[src/steno_pkg.sv]
`timescale 1ns / 1ps
// ----------------------------------------------------------------------------
// steno_pkg
// Shared types, constants and helpers for the steno chord encoder.
// ----------------------------------------------------------------------------
package steno_pkg;

  localparam int NUM_KEYS   = 42;
  localparam int HIST_DEPTH = 8;
  localparam int HIST_AW    = $clog2(HIST_DEPTH);
  localparam int HIST_CW    = $clog2(HIST_DEPTH + 1);
  localparam int TIME_W     = 16;

  localparam logic [5:0]        HELD_MAX    = 6'd63;
  localparam logic [TIME_W-1:0] MIN_AUTO_MS = TIME_W'(1000 / 50);

  localparam logic [1:0] REQ_KEY      = 2'd0;
  localparam logic [1:0] REQ_TICK     = 2'd1;
  localparam logic [1:0] REQ_HIST_CLR = 2'd2;

  localparam logic REG_FIRST_UP = 1'b0;
  localparam logic REG_REPEAT   = 1'b1;

  typedef struct packed {
    logic [1:0] req_type;
    logic [5:0] key_index;
    logic       key_pressed;
  } in_item_t;

  typedef struct packed {
    logic [7:0] packet_byte;
    logic       last_byte;
  } out_item_t;

  typedef struct packed {
    logic first_up_mode;
    logic repeat_enable;
  } cfg_t;

  typedef struct packed {
    logic [NUM_KEYS-1:0] chord;
    logic [TIME_W-1:0]   stamp;
  } hist_entry_t;

  typedef enum logic [3:0] {
    OP_NONE, OP_ITEM, OP_RD_NEW, OP_GAP, OP_TR_RD, OP_TR_CHK, OP_FD_INIT,
    OP_FD_RD, OP_FD_CHK, OP_REP_RD, OP_REP_LD, OP_PKT, OP_BYTE
  } op_t;

  typedef enum logic [3:0] {
    S_IDLE, S_DECIDE, S_GAP, S_TR_RD, S_TR_CHK, S_FD_INIT, S_FD_RD,
    S_FD_CHK, S_REP, S_REP_LD, S_PKT, S_BYTE
  } state_t;

  typedef struct packed {
    logic send;
    logic tick_go;
    logic trim_go;
    logic per_zero;
    logic idx_zero;
    logic idx_done;
    logic dt_bad;
    logic match;
    logic rep_go;
    logic out_free;
    logic byte_last;
  } status_t;

  // key k sits at bit 7*(k/7) + 6 - k%7; k/7 by reciprocal (exact for k < 56)
  function automatic logic [NUM_KEYS-1:0] key_mask(input logic [5:0] k);
    logic [11:0] prod;
    logic [2:0]  q;
    logic [5:0]  q7;
    logic [5:0]  r;
    logic [5:0]  pos;
    prod = {6'd0, k} * 12'd37;
    q    = prod[10:8];
    q7   = {3'd0, q} * 6'd7;
    r    = k - q7;
    pos  = q7 + 6'd6 - r;
    return NUM_KEYS'(1) << pos;
  endfunction

endpackage

[src/steno_chord_encoder_with_repeat.sv]
`timescale 1ns / 1ps
// ----------------------------------------------------------------------------
// steno_chord_encoder_with_repeat
// Steno chord encoder emitting six-byte Gemini PR packets, with auto repeat.
// ----------------------------------------------------------------------------
// One request at a time. A key press, history clear or tick without repeat
// work goes through idle and decide; a request that sends a chord adds the
// packet state and one packet byte per cycle (6 bytes, longer if the output
// stalls). A tick with repeat work may scan the 8-entry chord history through
// its single read port, reading then checking each entry, in a trim pass
// and a search pass, plus the packet when a repeat fires. The last byte
// may sit in the output register while the next request is taken.
module steno_chord_encoder_with_repeat (
  input  logic                 clk,
  input  logic                 rst,
  input  logic                 in_valid,
  output logic                 in_ready,
  input  steno_pkg::in_item_t  in_data,
  output logic                 out_valid,
  input  logic                 out_ready,
  output steno_pkg::out_item_t out_data,
  input  logic                 psel,
  input  logic                 penable,
  input  logic                 pwrite,
  input  logic [2:0]           paddr,
  input  logic [31:0]          pwdata,
  output logic [31:0]          prdata,
  output logic                 pready
);
  import steno_pkg::*;

  cfg_t    cfg;
  status_t st;
  op_t     op;
  logic    reg_sel;

  assign pready  = 1'b1;
  assign reg_sel = paddr[2];

  always_ff @(posedge clk) begin
    if (rst) begin
      cfg <= '0;
    end else if (psel && penable && pwrite) begin
      unique case (reg_sel)
        REG_FIRST_UP: cfg.first_up_mode <= pwdata[0];
        REG_REPEAT:   cfg.repeat_enable <= pwdata[0];
        default: begin
        end
      endcase
    end
  end

  always_comb begin
    unique case (reg_sel)
      REG_FIRST_UP: prdata = {31'd0, cfg.first_up_mode};
      REG_REPEAT:   prdata = {31'd0, cfg.repeat_enable};
      default:      prdata = '0;
    endcase
  end

  steno_ctrl u_ctrl (
    .clk      (clk),
    .rst      (rst),
    .in_valid (in_valid),
    .in_ready (in_ready),
    .st       (st),
    .op       (op)
  );

  steno_dp u_dp (
    .clk       (clk),
    .rst       (rst),
    .cfg       (cfg),
    .op        (op),
    .in_data   (in_data),
    .st        (st),
    .out_valid (out_valid),
    .out_ready (out_ready),
    .out_data  (out_data)
  );

endmodule

[src/steno_ctrl.sv]
`timescale 1ns / 1ps
// ----------------------------------------------------------------------------
// steno_ctrl
// Sequencer: steps the datapath through key, tick and packet operations.
// ----------------------------------------------------------------------------
module steno_ctrl (
  input  logic               clk,
  input  logic               rst,
  input  logic               in_valid,
  output logic               in_ready,
  input  steno_pkg::status_t st,
  output steno_pkg::op_t     op
);
  import steno_pkg::*;

  state_t state, state_next;

  always_ff @(posedge clk) begin
    if (rst) begin
      state <= S_IDLE;
    end else begin
      state <= state_next;
    end
  end

  always_comb begin
    state_next = state;
    op         = OP_NONE;
    in_ready   = 1'b0;
    unique case (state)
      S_IDLE: begin
        in_ready = 1'b1;
        if (in_valid) begin
          op         = OP_ITEM;
          state_next = S_DECIDE;
        end
      end
      S_DECIDE: begin
        if (st.send) begin
          state_next = S_PKT;
        end else if (st.tick_go) begin
          op         = OP_RD_NEW;
          state_next = S_GAP;
        end else begin
          state_next = S_IDLE;
        end
      end
      S_GAP: begin
        op = OP_GAP;
        if (st.trim_go && !st.per_zero) state_next = S_TR_RD;
        else if (st.trim_go)            state_next = S_FD_INIT;
        else                            state_next = S_REP;
      end
      S_TR_RD: begin
        if (st.idx_zero) begin
          state_next = S_FD_INIT;
        end else begin
          op         = OP_TR_RD;
          state_next = S_TR_CHK;
        end
      end
      S_TR_CHK: begin
        op         = OP_TR_CHK;
        state_next = st.dt_bad ? S_FD_INIT : S_TR_RD;
      end
      S_FD_INIT: begin
        op         = OP_FD_INIT;
        state_next = S_FD_RD;
      end
      S_FD_RD: begin
        if (st.idx_done) begin
          state_next = S_REP;
        end else begin
          op         = OP_FD_RD;
          state_next = S_FD_CHK;
        end
      end
      S_FD_CHK: begin
        op         = OP_FD_CHK;
        state_next = st.match ? S_REP : S_FD_RD;
      end
      S_REP: begin
        if (st.rep_go) begin
          op         = OP_REP_RD;
          state_next = S_REP_LD;
        end else begin
          state_next = S_IDLE;
        end
      end
      S_REP_LD: begin
        op         = OP_REP_LD;
        state_next = S_PKT;
      end
      S_PKT: begin
        op         = OP_PKT;
        state_next = S_BYTE;
      end
      S_BYTE: begin
        if (st.out_free) begin
          op = OP_BYTE;
          if (st.byte_last) state_next = S_IDLE;
        end
      end
      default: state_next = S_IDLE;
    endcase
  end

endmodule

[src/steno_dp.sv]
`timescale 1ns / 1ps
// ----------------------------------------------------------------------------
// steno_dp
// Key sets, timers, chord history memory and packet output register.
// ----------------------------------------------------------------------------
module steno_dp (
  input  logic                 clk,
  input  logic                 rst,
  input  steno_pkg::cfg_t      cfg,
  input  steno_pkg::op_t       op,
  input  steno_pkg::in_item_t  in_data,
  output steno_pkg::status_t   st,
  output logic                 out_valid,
  input  logic                 out_ready,
  output steno_pkg::out_item_t out_data
);
  import steno_pkg::*;

  logic [NUM_KEYS-1:0] held_keys, chord_keys, ignored_keys, pkt;
  logic [5:0]          held_count;
  logic [TIME_W-1:0]   now_ms, last_change_ms, last_press_ms, repeat_period;
  logic [TIME_W-1:0]   hold, gap, lo;
  logic [TIME_W:0]     hi;
  logic [HIST_AW-1:0]  hist_first, hist_newest, repeat_pos;
  logic [HIST_CW-1:0]  hist_count, idx;
  logic [2:0]          byte_cnt;
  logic                send, tick_go, save_pend;

  hist_entry_t         hist_mem [HIST_DEPTH];
  hist_entry_t         rd_q;
  logic [HIST_AW-1:0]  rd_addr, wr_addr;
  logic                rd_en, wr_en;

  logic [NUM_KEYS-1:0] kbit;
  logic                key_ok;
  logic [5:0]          held_count_dec;
  logic [HIST_CW-1:0]  idx_m1;
  logic [TIME_W-1:0]   hold_now, gap_now, dt, per_q;
  logic [HIST_CW-1:0]  pos_inc;
  logic                item_send, item_tick;

  assign kbit           = key_mask(in_data.key_index);
  assign key_ok         = in_data.key_index < 6'(NUM_KEYS);
  assign held_count_dec = (held_count != 6'd0) ? held_count - 6'd1 : held_count;
  assign idx_m1         = idx - HIST_CW'(1);
  assign hold_now       = now_ms - last_change_ms;
  assign gap_now        = last_press_ms - rd_q.stamp;
  assign dt             = last_press_ms - rd_q.stamp;
  assign per_q          = (gap >> 2) < MIN_AUTO_MS ? MIN_AUTO_MS : (gap >> 2);
  assign pos_inc        = {1'b0, repeat_pos} + HIST_CW'(1);

  // release that sends: first-up on a non-ignored key, else last key up
  assign item_send = (in_data.req_type == REQ_KEY) && key_ok && !in_data.key_pressed &&
                     (cfg.first_up_mode ? ((ignored_keys & kbit) == '0)
                                        : (held_count_dec == '0));
  assign item_tick = (in_data.req_type == REQ_TICK) && cfg.repeat_enable &&
                     (held_count != '0) && (hist_count != '0);

  // history ring: one read port, one write port
  always_comb begin
    rd_en   = 1'b1;
    rd_addr = hist_newest;
    unique case (op)
      OP_RD_NEW: rd_addr = hist_newest;
      OP_TR_RD:  rd_addr = hist_first + idx_m1[HIST_AW-1:0];
      OP_FD_RD:  rd_addr = hist_first + idx[HIST_AW-1:0];
      OP_REP_RD: rd_addr = hist_first + repeat_pos;
      default:   rd_en   = 1'b0;
    endcase
    wr_en   = (op == OP_PKT) && save_pend;
    wr_addr = (hist_count >= HIST_CW'(HIST_DEPTH)) ? hist_first
                                                   : hist_first + hist_count[HIST_AW-1:0];
  end

  always_ff @(posedge clk) begin
    if (wr_en) hist_mem[wr_addr] <= '{chord: chord_keys, stamp: last_press_ms};
    if (rd_en) rd_q <= hist_mem[rd_addr];
  end

  always_comb begin
    st.send      = send;
    st.tick_go   = tick_go;
    st.trim_go   = (repeat_period == '0) && (hold_now >= gap_now);
    st.per_zero  = gap_now == '0;
    st.idx_zero  = idx == '0;
    st.idx_done  = idx >= hist_count;
    st.dt_bad    = (dt < lo) || ({1'b0, dt} > hi);
    st.match     = rd_q.chord == held_keys;
    st.rep_go    = (repeat_period != '0) && (hold >= repeat_period);
    st.out_free  = !out_valid || out_ready;
    st.byte_last = byte_cnt == 3'd5;
  end

  always_ff @(posedge clk) begin
    if (rst) begin
      held_keys      <= '0;
      chord_keys     <= '0;
      ignored_keys   <= '0;
      held_count     <= '0;
      now_ms         <= '0;
      last_change_ms <= '0;
      last_press_ms  <= '0;
      repeat_period  <= '0;
      hist_first     <= '0;
      hist_count     <= '0;
      hist_newest    <= '0;
      repeat_pos     <= '0;
      send           <= 1'b0;
      tick_go        <= 1'b0;
      save_pend      <= 1'b0;
      out_valid      <= 1'b0;
    end else begin
      if (out_ready && op != OP_BYTE) out_valid <= 1'b0;
      unique case (op)
        OP_ITEM: begin
          send      <= item_send;
          tick_go   <= item_tick;
          save_pend <= item_send && cfg.repeat_enable;
          priority if (in_data.req_type == REQ_KEY) begin
            if (key_ok) begin
              last_change_ms <= now_ms;
              repeat_period  <= '0;
              if (in_data.key_pressed) begin
                last_press_ms <= now_ms;
                held_keys     <= held_keys | kbit;
                chord_keys    <= chord_keys | kbit;
                if (held_count < HELD_MAX) held_count <= held_count + 6'd1;
              end else begin
                held_keys  <= held_keys & ~kbit;
                held_count <= held_count_dec;
                if (cfg.first_up_mode) begin
                  chord_keys   <= held_keys;
                  ignored_keys <= ignored_keys & ~kbit;
                end
              end
            end
          end else if (in_data.req_type == REQ_TICK) begin
            now_ms <= now_ms + TIME_W'(1);
          end else if (in_data.req_type == REQ_HIST_CLR) begin
            ignored_keys  <= '0;
            hist_first    <= '0;
            hist_count    <= '0;
            hist_newest   <= '0;
            repeat_pos    <= '0;
            repeat_period <= '0;
          end else begin
          end
        end
        OP_GAP: begin
          hold <= hold_now;
          gap  <= gap_now;
          lo   <= gap_now - (gap_now >> 1);
          hi   <= {1'b0, gap_now} + {2'b0, gap_now[TIME_W-1:1]};
          idx  <= hist_count;
        end
        OP_TR_CHK: begin
          if (st.dt_bad) begin
            hist_first <= hist_first + idx[HIST_AW-1:0];
            hist_count <= hist_count - idx;
          end else begin
            last_press_ms <= rd_q.stamp;
            idx           <= idx_m1;
          end
        end
        OP_FD_INIT: idx <= '0;
        OP_FD_CHK: begin
          if (st.match) begin
            hist_first    <= hist_first + idx[HIST_AW-1:0];
            hist_count    <= hist_count - idx;
            repeat_pos    <= '0;
            repeat_period <= per_q;
            if (cfg.first_up_mode) ignored_keys <= held_keys;
          end else begin
            idx <= idx + HIST_CW'(1);
          end
        end
        OP_REP_LD: begin
          chord_keys     <= rd_q.chord;
          repeat_pos     <= (pos_inc >= hist_count) ? '0 : pos_inc[HIST_AW-1:0];
          last_change_ms <= now_ms;
        end
        OP_PKT: begin
          if (save_pend) begin
            hist_newest <= wr_addr;
            if (hist_count >= HIST_CW'(HIST_DEPTH)) hist_first <= hist_first + HIST_AW'(1);
            else                                    hist_count <= hist_count + HIST_CW'(1);
          end
          save_pend  <= 1'b0;
          send       <= 1'b0;
          pkt        <= chord_keys;
          byte_cnt   <= '0;
          if (cfg.first_up_mode) ignored_keys <= held_keys;
          held_keys  <= '0;
          chord_keys <= '0;
        end
        OP_BYTE: begin
          out_valid            <= 1'b1;
          out_data.packet_byte <= {byte_cnt == 3'd0, pkt[6:0]};
          out_data.last_byte   <= byte_cnt == 3'd5;
          pkt                  <= pkt >> 7;
          byte_cnt             <= byte_cnt + 3'd1;
        end
        default: begin
        end
      endcase
    end
  end

endmodule
[config.mk]
export PLATFORM = sky130hd
export DESIGN_NAME = steno_chord_encoder_with_repeat
export DESIGN_NICKNAME = d
export VERILOG_FILES = /design/src/steno_pkg.sv /design/src/steno_chord_encoder_with_repeat.sv /design/src/steno_ctrl.sv /design/src/steno_dp.sv
export SDC_FILE = /design/constraint.sdc
export NUM_CORES = 2
export LEC_CHECK = 0
export BUFFER_PORTS_ARGS = -buffer_cell sky130_fd_sc_hd__buf_2
export CAP_MARGIN = 25
export CELL_PAD_IN_SITES_DETAIL_PLACEMENT = 0
export CELL_PAD_IN_SITES_GLOBAL_PLACEMENT = 1
export CORE_MARGIN = 2
export CORE_UTILIZATION = 52
export DETAILED_ROUTE_END_ITERATION = 12
export PLACE_DENSITY_LB_ADDON = 0.05
export SETUP_SLACK_MARGIN = 0.15
export SLEW_MARGIN = 20
export SYNTH_ARGS = -nofsm -noshare
export SYNTH_HDL_FRONTEND = slang
export SYNTH_SLANG_ARGS = --single-unit
[constraint.sdc]
create_clock -name clk -period 8.85 [get_ports clk]
set_input_delay 1.3275 -clock clk [delete_from_list [all_inputs] [get_ports clk]]
set_output_delay 1.3275 -clock clk [all_outputs]
set_load 0.01 [all_outputs]
# --- After elaboration in Yosys (flattened, before gate mapping) ---
# Memories as Yosys holds them, arrays and structs flattened. A register that Yosys moved wholly into a read port is not among the register bits.
# Index checks and enable logic that the tools add are counted.
# W data, S select, Z words.
classes:
  addsub: 21
  n_mul: 2
  order_cmp: 10
  n_eq_ne: 51
  shift: 1
  n_mux: 93
  n_bitwise: 9
  n_reduce_logical: 61
ops:
  columns: ["cell", "n"]
  rows:
  - ["$mux W42", 15]
  - ["$pmux W42 S3", 2]
  - ["$mux W16", 11]
  - ["$pmux W42 S2", 2]
  - ["$and A42 B42 Y42", 3]
  - ["$pmux W16 S2", 3]
  - ["$pmux W4 S12", 2]
  - ["$or A42 B42 Y42", 2]
  - ["$mux W4", 20]
  - ["$pmux W32 S2", 1]
  - ["$eq A42 B42 Y1", 1]
  - ["$logic_not A42 Y1", 1]
  - ["$mux W3", 14]
  - ["$not A42 Y42", 1]
  - ["$shl A1 B6 Y42 const A", 1]
  - ["$eq A4 B4 Y1 const B", 9]
  - ["$eq A4 B3 Y1 const B", 8]
  - ["$ge A16 B16 Y1", 2]
  - ["$logic_not A16 Y1", 2]
  - ["$pmux W4 S4", 2]
  - ["$sub A16 B16 Y16", 2]
  - ["$ne A2 B2 Y1 const B", 12]
  - ["$reduce_and A5 Y1", 4]
  - ["$mux W6", 3]
  - ["other kinds (57)", 125]
totals:
  register_bits: 342
  mem_bits_rw: 464
  out_inout_bits: 44
  n_memories: 1
memory_table:
  columns: ["name", "words", "word_bits", "rd", "rd_clocked_by_memory_dff", "wr", "line_no", "source"]
  rows:
  - ["u_dp.hist_mem", 8, 58, 1, 1, 1, "steno_dp.sv:29", "hist_entry_t hist_mem [HIST_DEPTH];"]

# --- Depth between registers and ports, before layout ---
depth:
  word_depth: 12
  depth_mapped: 30
  mapped_depth_nobuf: 28

# --- Cells and area by module ---
# Synthesis repeated with hierarchy kept, for this count alone.
hier_totals:
  hier_cells: 3585
  hier_area_um2: 41949.0
modules_own_cells:
  columns: ["mod", "instances", "cells_each", "area_each_um2"]
  rows:
  - ["steno_dp", 1, 3470, 41099.4]
  - ["steno_ctrl", 1, 71, 496.7]
  - ["steno_chord_encoder_with_repeat", 1, 44, 352.8]

# --- Least setup slack after synthesis ---
# No wires, ideal clock.
synth_timing:
  path_kind: "input to register"
  start: "input in_data[4] (netlist name)"
  end: "register u_dp.save_pend"
  setup_time_ns: 0.134
  arrival_ns: 7.215
  setup_slack_ns: 1.502
  stages: 28
  cell_sequence: "ha_1 -> ha_1 -> ha_1 -> ha_1 -> and3_1 -> a31o_2 -> a21o_1 -> a21oi_1 -> nor2b_1 -> nor2_1 -> xnor2_1 -> inv_1 -> fa_1 -> ha_1 -> inv_1 -> fa_1 -> inv_1 -> ha_1 -> ha_1 -> o21a_1 -> or3b_4 -> and2_1 -> buf_6 -> nor4_2 -> a22oi_1 -> and4_4 -> nand4_1 -> a311oi_1"
synth_via:
  elab_chain_len: 11
  elab_cells_between_ends: 15
synth_lines:
  columns: ["item", "line_no", "source"]
  rows:
  - ["from (decl)", "steno_chord_encoder_with_repeat.sv:18", "input steno_pkg::in_item_t in_data,"]
  - ["$mul A6 B6 Y11", "steno_pkg.sv:76", "prod = {6'd0, k} * 12'd37;"]
  - ["$mul A3 B3 Y6", "steno_pkg.sv:78", "q7 = {3'd0, q} * 6'd7;"]
  - ["$add A6 B3 Y6 or $sub A6 B6 Y6 (tied branches)", "steno_pkg.sv:80, steno_pkg.sv:79", null]
  - ["$sub A6 B6 Y6", "steno_pkg.sv:80", "pos = q7 + 6'd6 - r;"]
  - ["$shl A1 B6 Y42", "steno_pkg.sv:81", "return NUM_KEYS'(1) << pos;"]
  - ["$and A42 B42 Y42", "steno_dp.sv:54", "(cfg.first_up_mode ? ((ignored_keys & kbit) == '0)"]
  - ["$logic_not A42 Y1", "steno_dp.sv:54", null]
  - ["$mux W1", "steno_dp.sv:54", null]
  - ["$logic_and A1 B1 Y1 *", "steno_dp.sv:53", "assign item_send = (in_data.req_type == REQ_KEY) && key_ok && !in_data.key_pressed &&"]
  - ["$logic_and A1 B1 Y1 *", "steno_dp.sv:118", "save_pend <= item_send && cfg.repeat_enable;"]
  - ["$pmux W1 S2 *", "steno_dp.sv:114", "unique case (op)"]
  - ["to (signal assigned)", "steno_dp.sv:118", null]
  - ["to (decl)", "steno_dp.sv:27", "logic send, tick_go, save_pend;"]
# Mark *: on every way between the ends. The rest lies on a longest branch, timed or not.
# A chain may end at the register's enable or synchronous reset.

# --- Worst setup path after layout ---
# Same ends and word-level chain as after synthesis.

==> run summary <==
======================================================================================================
Routed wire per std cell                                                                      22.57 um
Via Count                                                                                       27.45k
Number of diodes added for antenna fixing                                                            0
Result of the run                                                                            completed
Number of vias per cell                                                                          5.916
Global router's overall resource usage                                                          0.2563
Endpoint of the lowest-slack register-to-register path                                     u_dp.idx[1]
Critical-path cell with the highest stage delay                                                   fa_1
Final setup viols                                                                                    0
Grt met2 use                                                                                    0.4538
Crit path max-delay family                                                                 adder cells
Input/output buffers                                                                                29
Share of synthesized area occupied by flip-flops and latches                                    0.5740
Drc violations                                                                                       0
Setup repair after global routing missed its margin                                              false
Max-Cap Viols                                                                                        0
GRT met1 Usage                                                                                  0.3290
Placed wire-length estimate after detailed placement                                          65850 um
Category of the worst setup path launch point                                               input port
Distinct cells, synth                                                                               83
Area fraction of the dominant cell type after synthesis                                         0.4686
Count of warnings emitted by yosys                                                                   0
Actual transition at the worst max-transition pin                                             1.060 ns
Buffer count from post-CTS setup fixing                                                              0
Part of the cycle the worst path needs                                                          0.8729
TritonCTS buffer count                                                                              92
Setup slack on the worst flop-to-flop path                                                     2.49 ns
Area of the die                                                                            81510 sq um
Violation count after the first detailed-route iteration                                          2007
Final worst slack                                                                             1.125 ns
Clock tree from TritonCTS                                                                        built
Cell at the root of the clock tree                                                           clkbuf_16
Largest net degree at the start of global routing                                                  166
Number of nets with antenna violations after routing                                                 0
Dominant cell by count in the synthesized netlist                                             edfxtp_1
Placement Setup Slack                                                                        0.5197 ns
Cts hold-fix bufs                                                                                    0
Number of top-level pins                                                                            95
Worst path buffer plus inverter count                                                                5
Cell types with the largest area share after synthesis                                    edfxtp_1 (47%), dfxtp_1 (11%), ha_1 (5.5%)
Most used flip-flop cell after synthesis                                                      edfxtp_1
Worst Min Path Start                                                                       u_dp.pkt[2]
Post-Synthesis Mean Instance Area                                                          11.74 sq um
Post-route insts no fill                                                                          4639
R2R cell count                                                                                      21
Required time worst endpoint                                                                   9.40 ns
Met3 capacity usage during global routing                                                      0.02911
Min-Delay Path Depth                                                                                 0
Upper clock frequency limit                                                                 0.1294 GHz
Proportion of register bits with asynchronous set or reset after synthesis                           0
Worst min-delay path category                                                             flip-flop to flip-flop
Critical path's most frequent cell                                                                ha_1
Cell total after placement                                                                        4464
Post-layout power                                                                              9805 uW
Final Hold Vio Count                                                                                 0
Static leakage power                                                                        0.01618 uW
Worst Hold Endpoint                                                                       u_dp.out_data[3]
Floorplan die height                                                                          285.5 um
Share of the core filled with cells in the final layout                                         0.5793
Headroom to the max-slew limit                                                                  0.2916
Max IR drop VDD                                                                              0.4282 mV
Final routed wirelength across all metal layers                                              104700 um
First-pass GRT wire length                                                                   162000 um
Post-synth top cells                                                                      edfxtp_1 (643), a21oi_1 (297), nor2_1 (281)
First drt pass iteration count                                                                       5
Vias in the first global route                                                                  27.50k
Starting density of the core                                                                    0.5233
PD cells                                                                                  214.9 nW/um^2
Worst setup path category                                                                 input port to flip-flop
Clock transition at the register clock pins on the worst setup and hold paths after CTS        0.06 ns
Delay of the slowest cell on the worst path                                                    0.53 ns
Clock latency reported for the late side of the worst-skew pair                                0.66 ns
Number of instances in the synthesized netlist                                                    3510
Final TNS setup                                                                                   0 ns
Initial antenna violation count                                                                      0
Num rows                                                                                           103
Number of pins exceeding their max-slew limit in the final report                                    0
Final min period                                                                              7.725 ns
Maximum level of the CTS H-tree                                                                      3
TritonCTS sink count                                                                               860
R2R Path Start                                                                            u_dp.last_press_ms[0]
Area of the placeable core                                                                 78740 sq um
Endpoint type of the worst setup path                                                        flip-flop
Layer with the highest usage after global routing                                                 met2
Die W                                                                                         285.5 um
Flop and latch count out of synthesis                                                              860
Data arrival time at the worst-slack endpoint                                                  8.28 ns
Worst Path Max Fanout                                                                                9
Max Root-Sink Buffers                                                                                3
Cell area after technology mapping                                                         41200 sq um
Library cell with the largest summed area after synthesis                                     edfxtp_1
Overall overflow remaining after global route                                                        0
Area growth, synth to finish                                                                    10.71%
Routability congestion estimate from global placement                                           0.8811
Count of nets after finishing                                                                     3754
Proportion of layout cells with a drive suffix above 1                                          0.1346
Worst Clk Skew                                                                              0.02043 ns
Number of gates resized after CTS                                                                    0
Number of enable flip-flop cells after synthesis                                                   643
======================================================================================================
[worst max path at each step]
stage | from | to | slack, ns | depth (start not counted)
after global placement | in_data[6] | u_dp.save_pend | 0.65 | 29
after CTS | in_data[6] | u_dp.save_pend | 1.17 | 29
after detailed placement | in_data[6] | u_dp.save_pend | 0.52 | 29
final | in_data[4] | u_dp.save_pend | 1.12 | 29
after global routing | in_data[6] | u_dp.save_pend | 0.73 | 29
after floorplan | in_data[4] | u_dp.save_pend | 1.50 | 28
[area by class of cell]
cell class	count	area (sq um)
Clock buffer	119	2577
Clock inverter	54	608.1
Multi-Input combinational cell	2298	16120
Fill cell	6520	33120
Tap cell	1050	1314
Sequential cell	860	23650
Inverter	159	596.8
Timing Repair Buffer	99	750.7
[state kept, by name (all words and copies together), names as in the netlist, 6 cells and up]
name,count
u_dp.chord_keys,42
u_dp.rd_q,58
u_dp.lo,16
u_dp.hist_mem,464
u_dp.gap,14
u_dp.out_data,9
u_dp.now_ms,16
u_dp.held_keys,42
u_dp.ignored_keys,42
u_dp.last_change_ms,16
u_dp.hi,17
u_dp.hold,16
u_dp.repeat_period,14
u_dp.held_count,6
u_dp.last_press_ms,16
u_dp.pkt,42
[metrics by stage]
step / cell area (sq um) / hold slack [ns]
floorplan: 41320 / 0.4003
global placement: 42360 / 0.4066
detailed placement: 42400 / 0.4052
CTS: 45590 / 0.4198
global route: 45620 / 0.4305
finish: 45620 / 0.4176
[cell usage in the layout (no fill, tap or decap), drive strengths merged, types with 11 or more instances in the layout]
cell type / Yosys / layout
and2: 25 / 25
dfxtp: 217 / 217
mux2i: 68 / 68
fa: 13 / 13
nand3: 41 / 41
xor2: 74 / 74
nor2: 285 / 285
nor2b: 80 / 80
a21o: 26 / 26
o21bai: 14 / 14
nand2b: 16 / 16
or3: 21 / 21
or2: 11 / 11
nor4: 44 / 44
edfxtp: 643 / 643
a21oi: 298 / 298
a211oi: 153 / 153
conb: 2 / 32
clkinv: 0 / 35
o21ai: 192 / 192
a22oi: 43 / 43
o21a: 15 / 15
a31oi: 35 / 35
clkbuf: 126 / 120
o22ai: 61 / 61
nand4: 22 / 22
a311oi: 11 / 11
ha: 180 / 180
buf: 97 / 98
xnor2: 62 / 62
mux2: 155 / 155
nand2: 174 / 174
and3: 18 / 18
inv: 159 / 161
nor3: 38 / 38
[cell families (layout without fill, tap and decap cells)]
family | after synthesis | in the layout | share of synthesized area
fa+ha+maj | 193 | 193 | 0.06097
mux | 225 | 225 | 0.05997
buf+inv | 382 | 431 | 0.04130
compound gates | 915 | 915 | 0.1376
flops | 860 | 860 | 0.5740
simple gates | 797 | 797 | 0.09705
xor+xnor | 136 | 136 | 0.02891
other cells | 2 | 32 | 0.0001823
[routing by layer]
layer | routed length (um) | share of wire
met5 | 0 | 0
met2 | 52780 | 0.50
met1 | 45010 | 0.43
met4 | 3243 | 0.031
met3 | 3676 | 0.035
[power by group]
group / total, uW / switching, uW / internal [uW]
clock: 3990 / 1620 / 2360
sequential: 4330 / 27.4 / 4300
combinational: 1490 / 1030 / 459
total: 9810 / 2680 / 7130
Note: power is estimated with default switching activity, not from simulation.
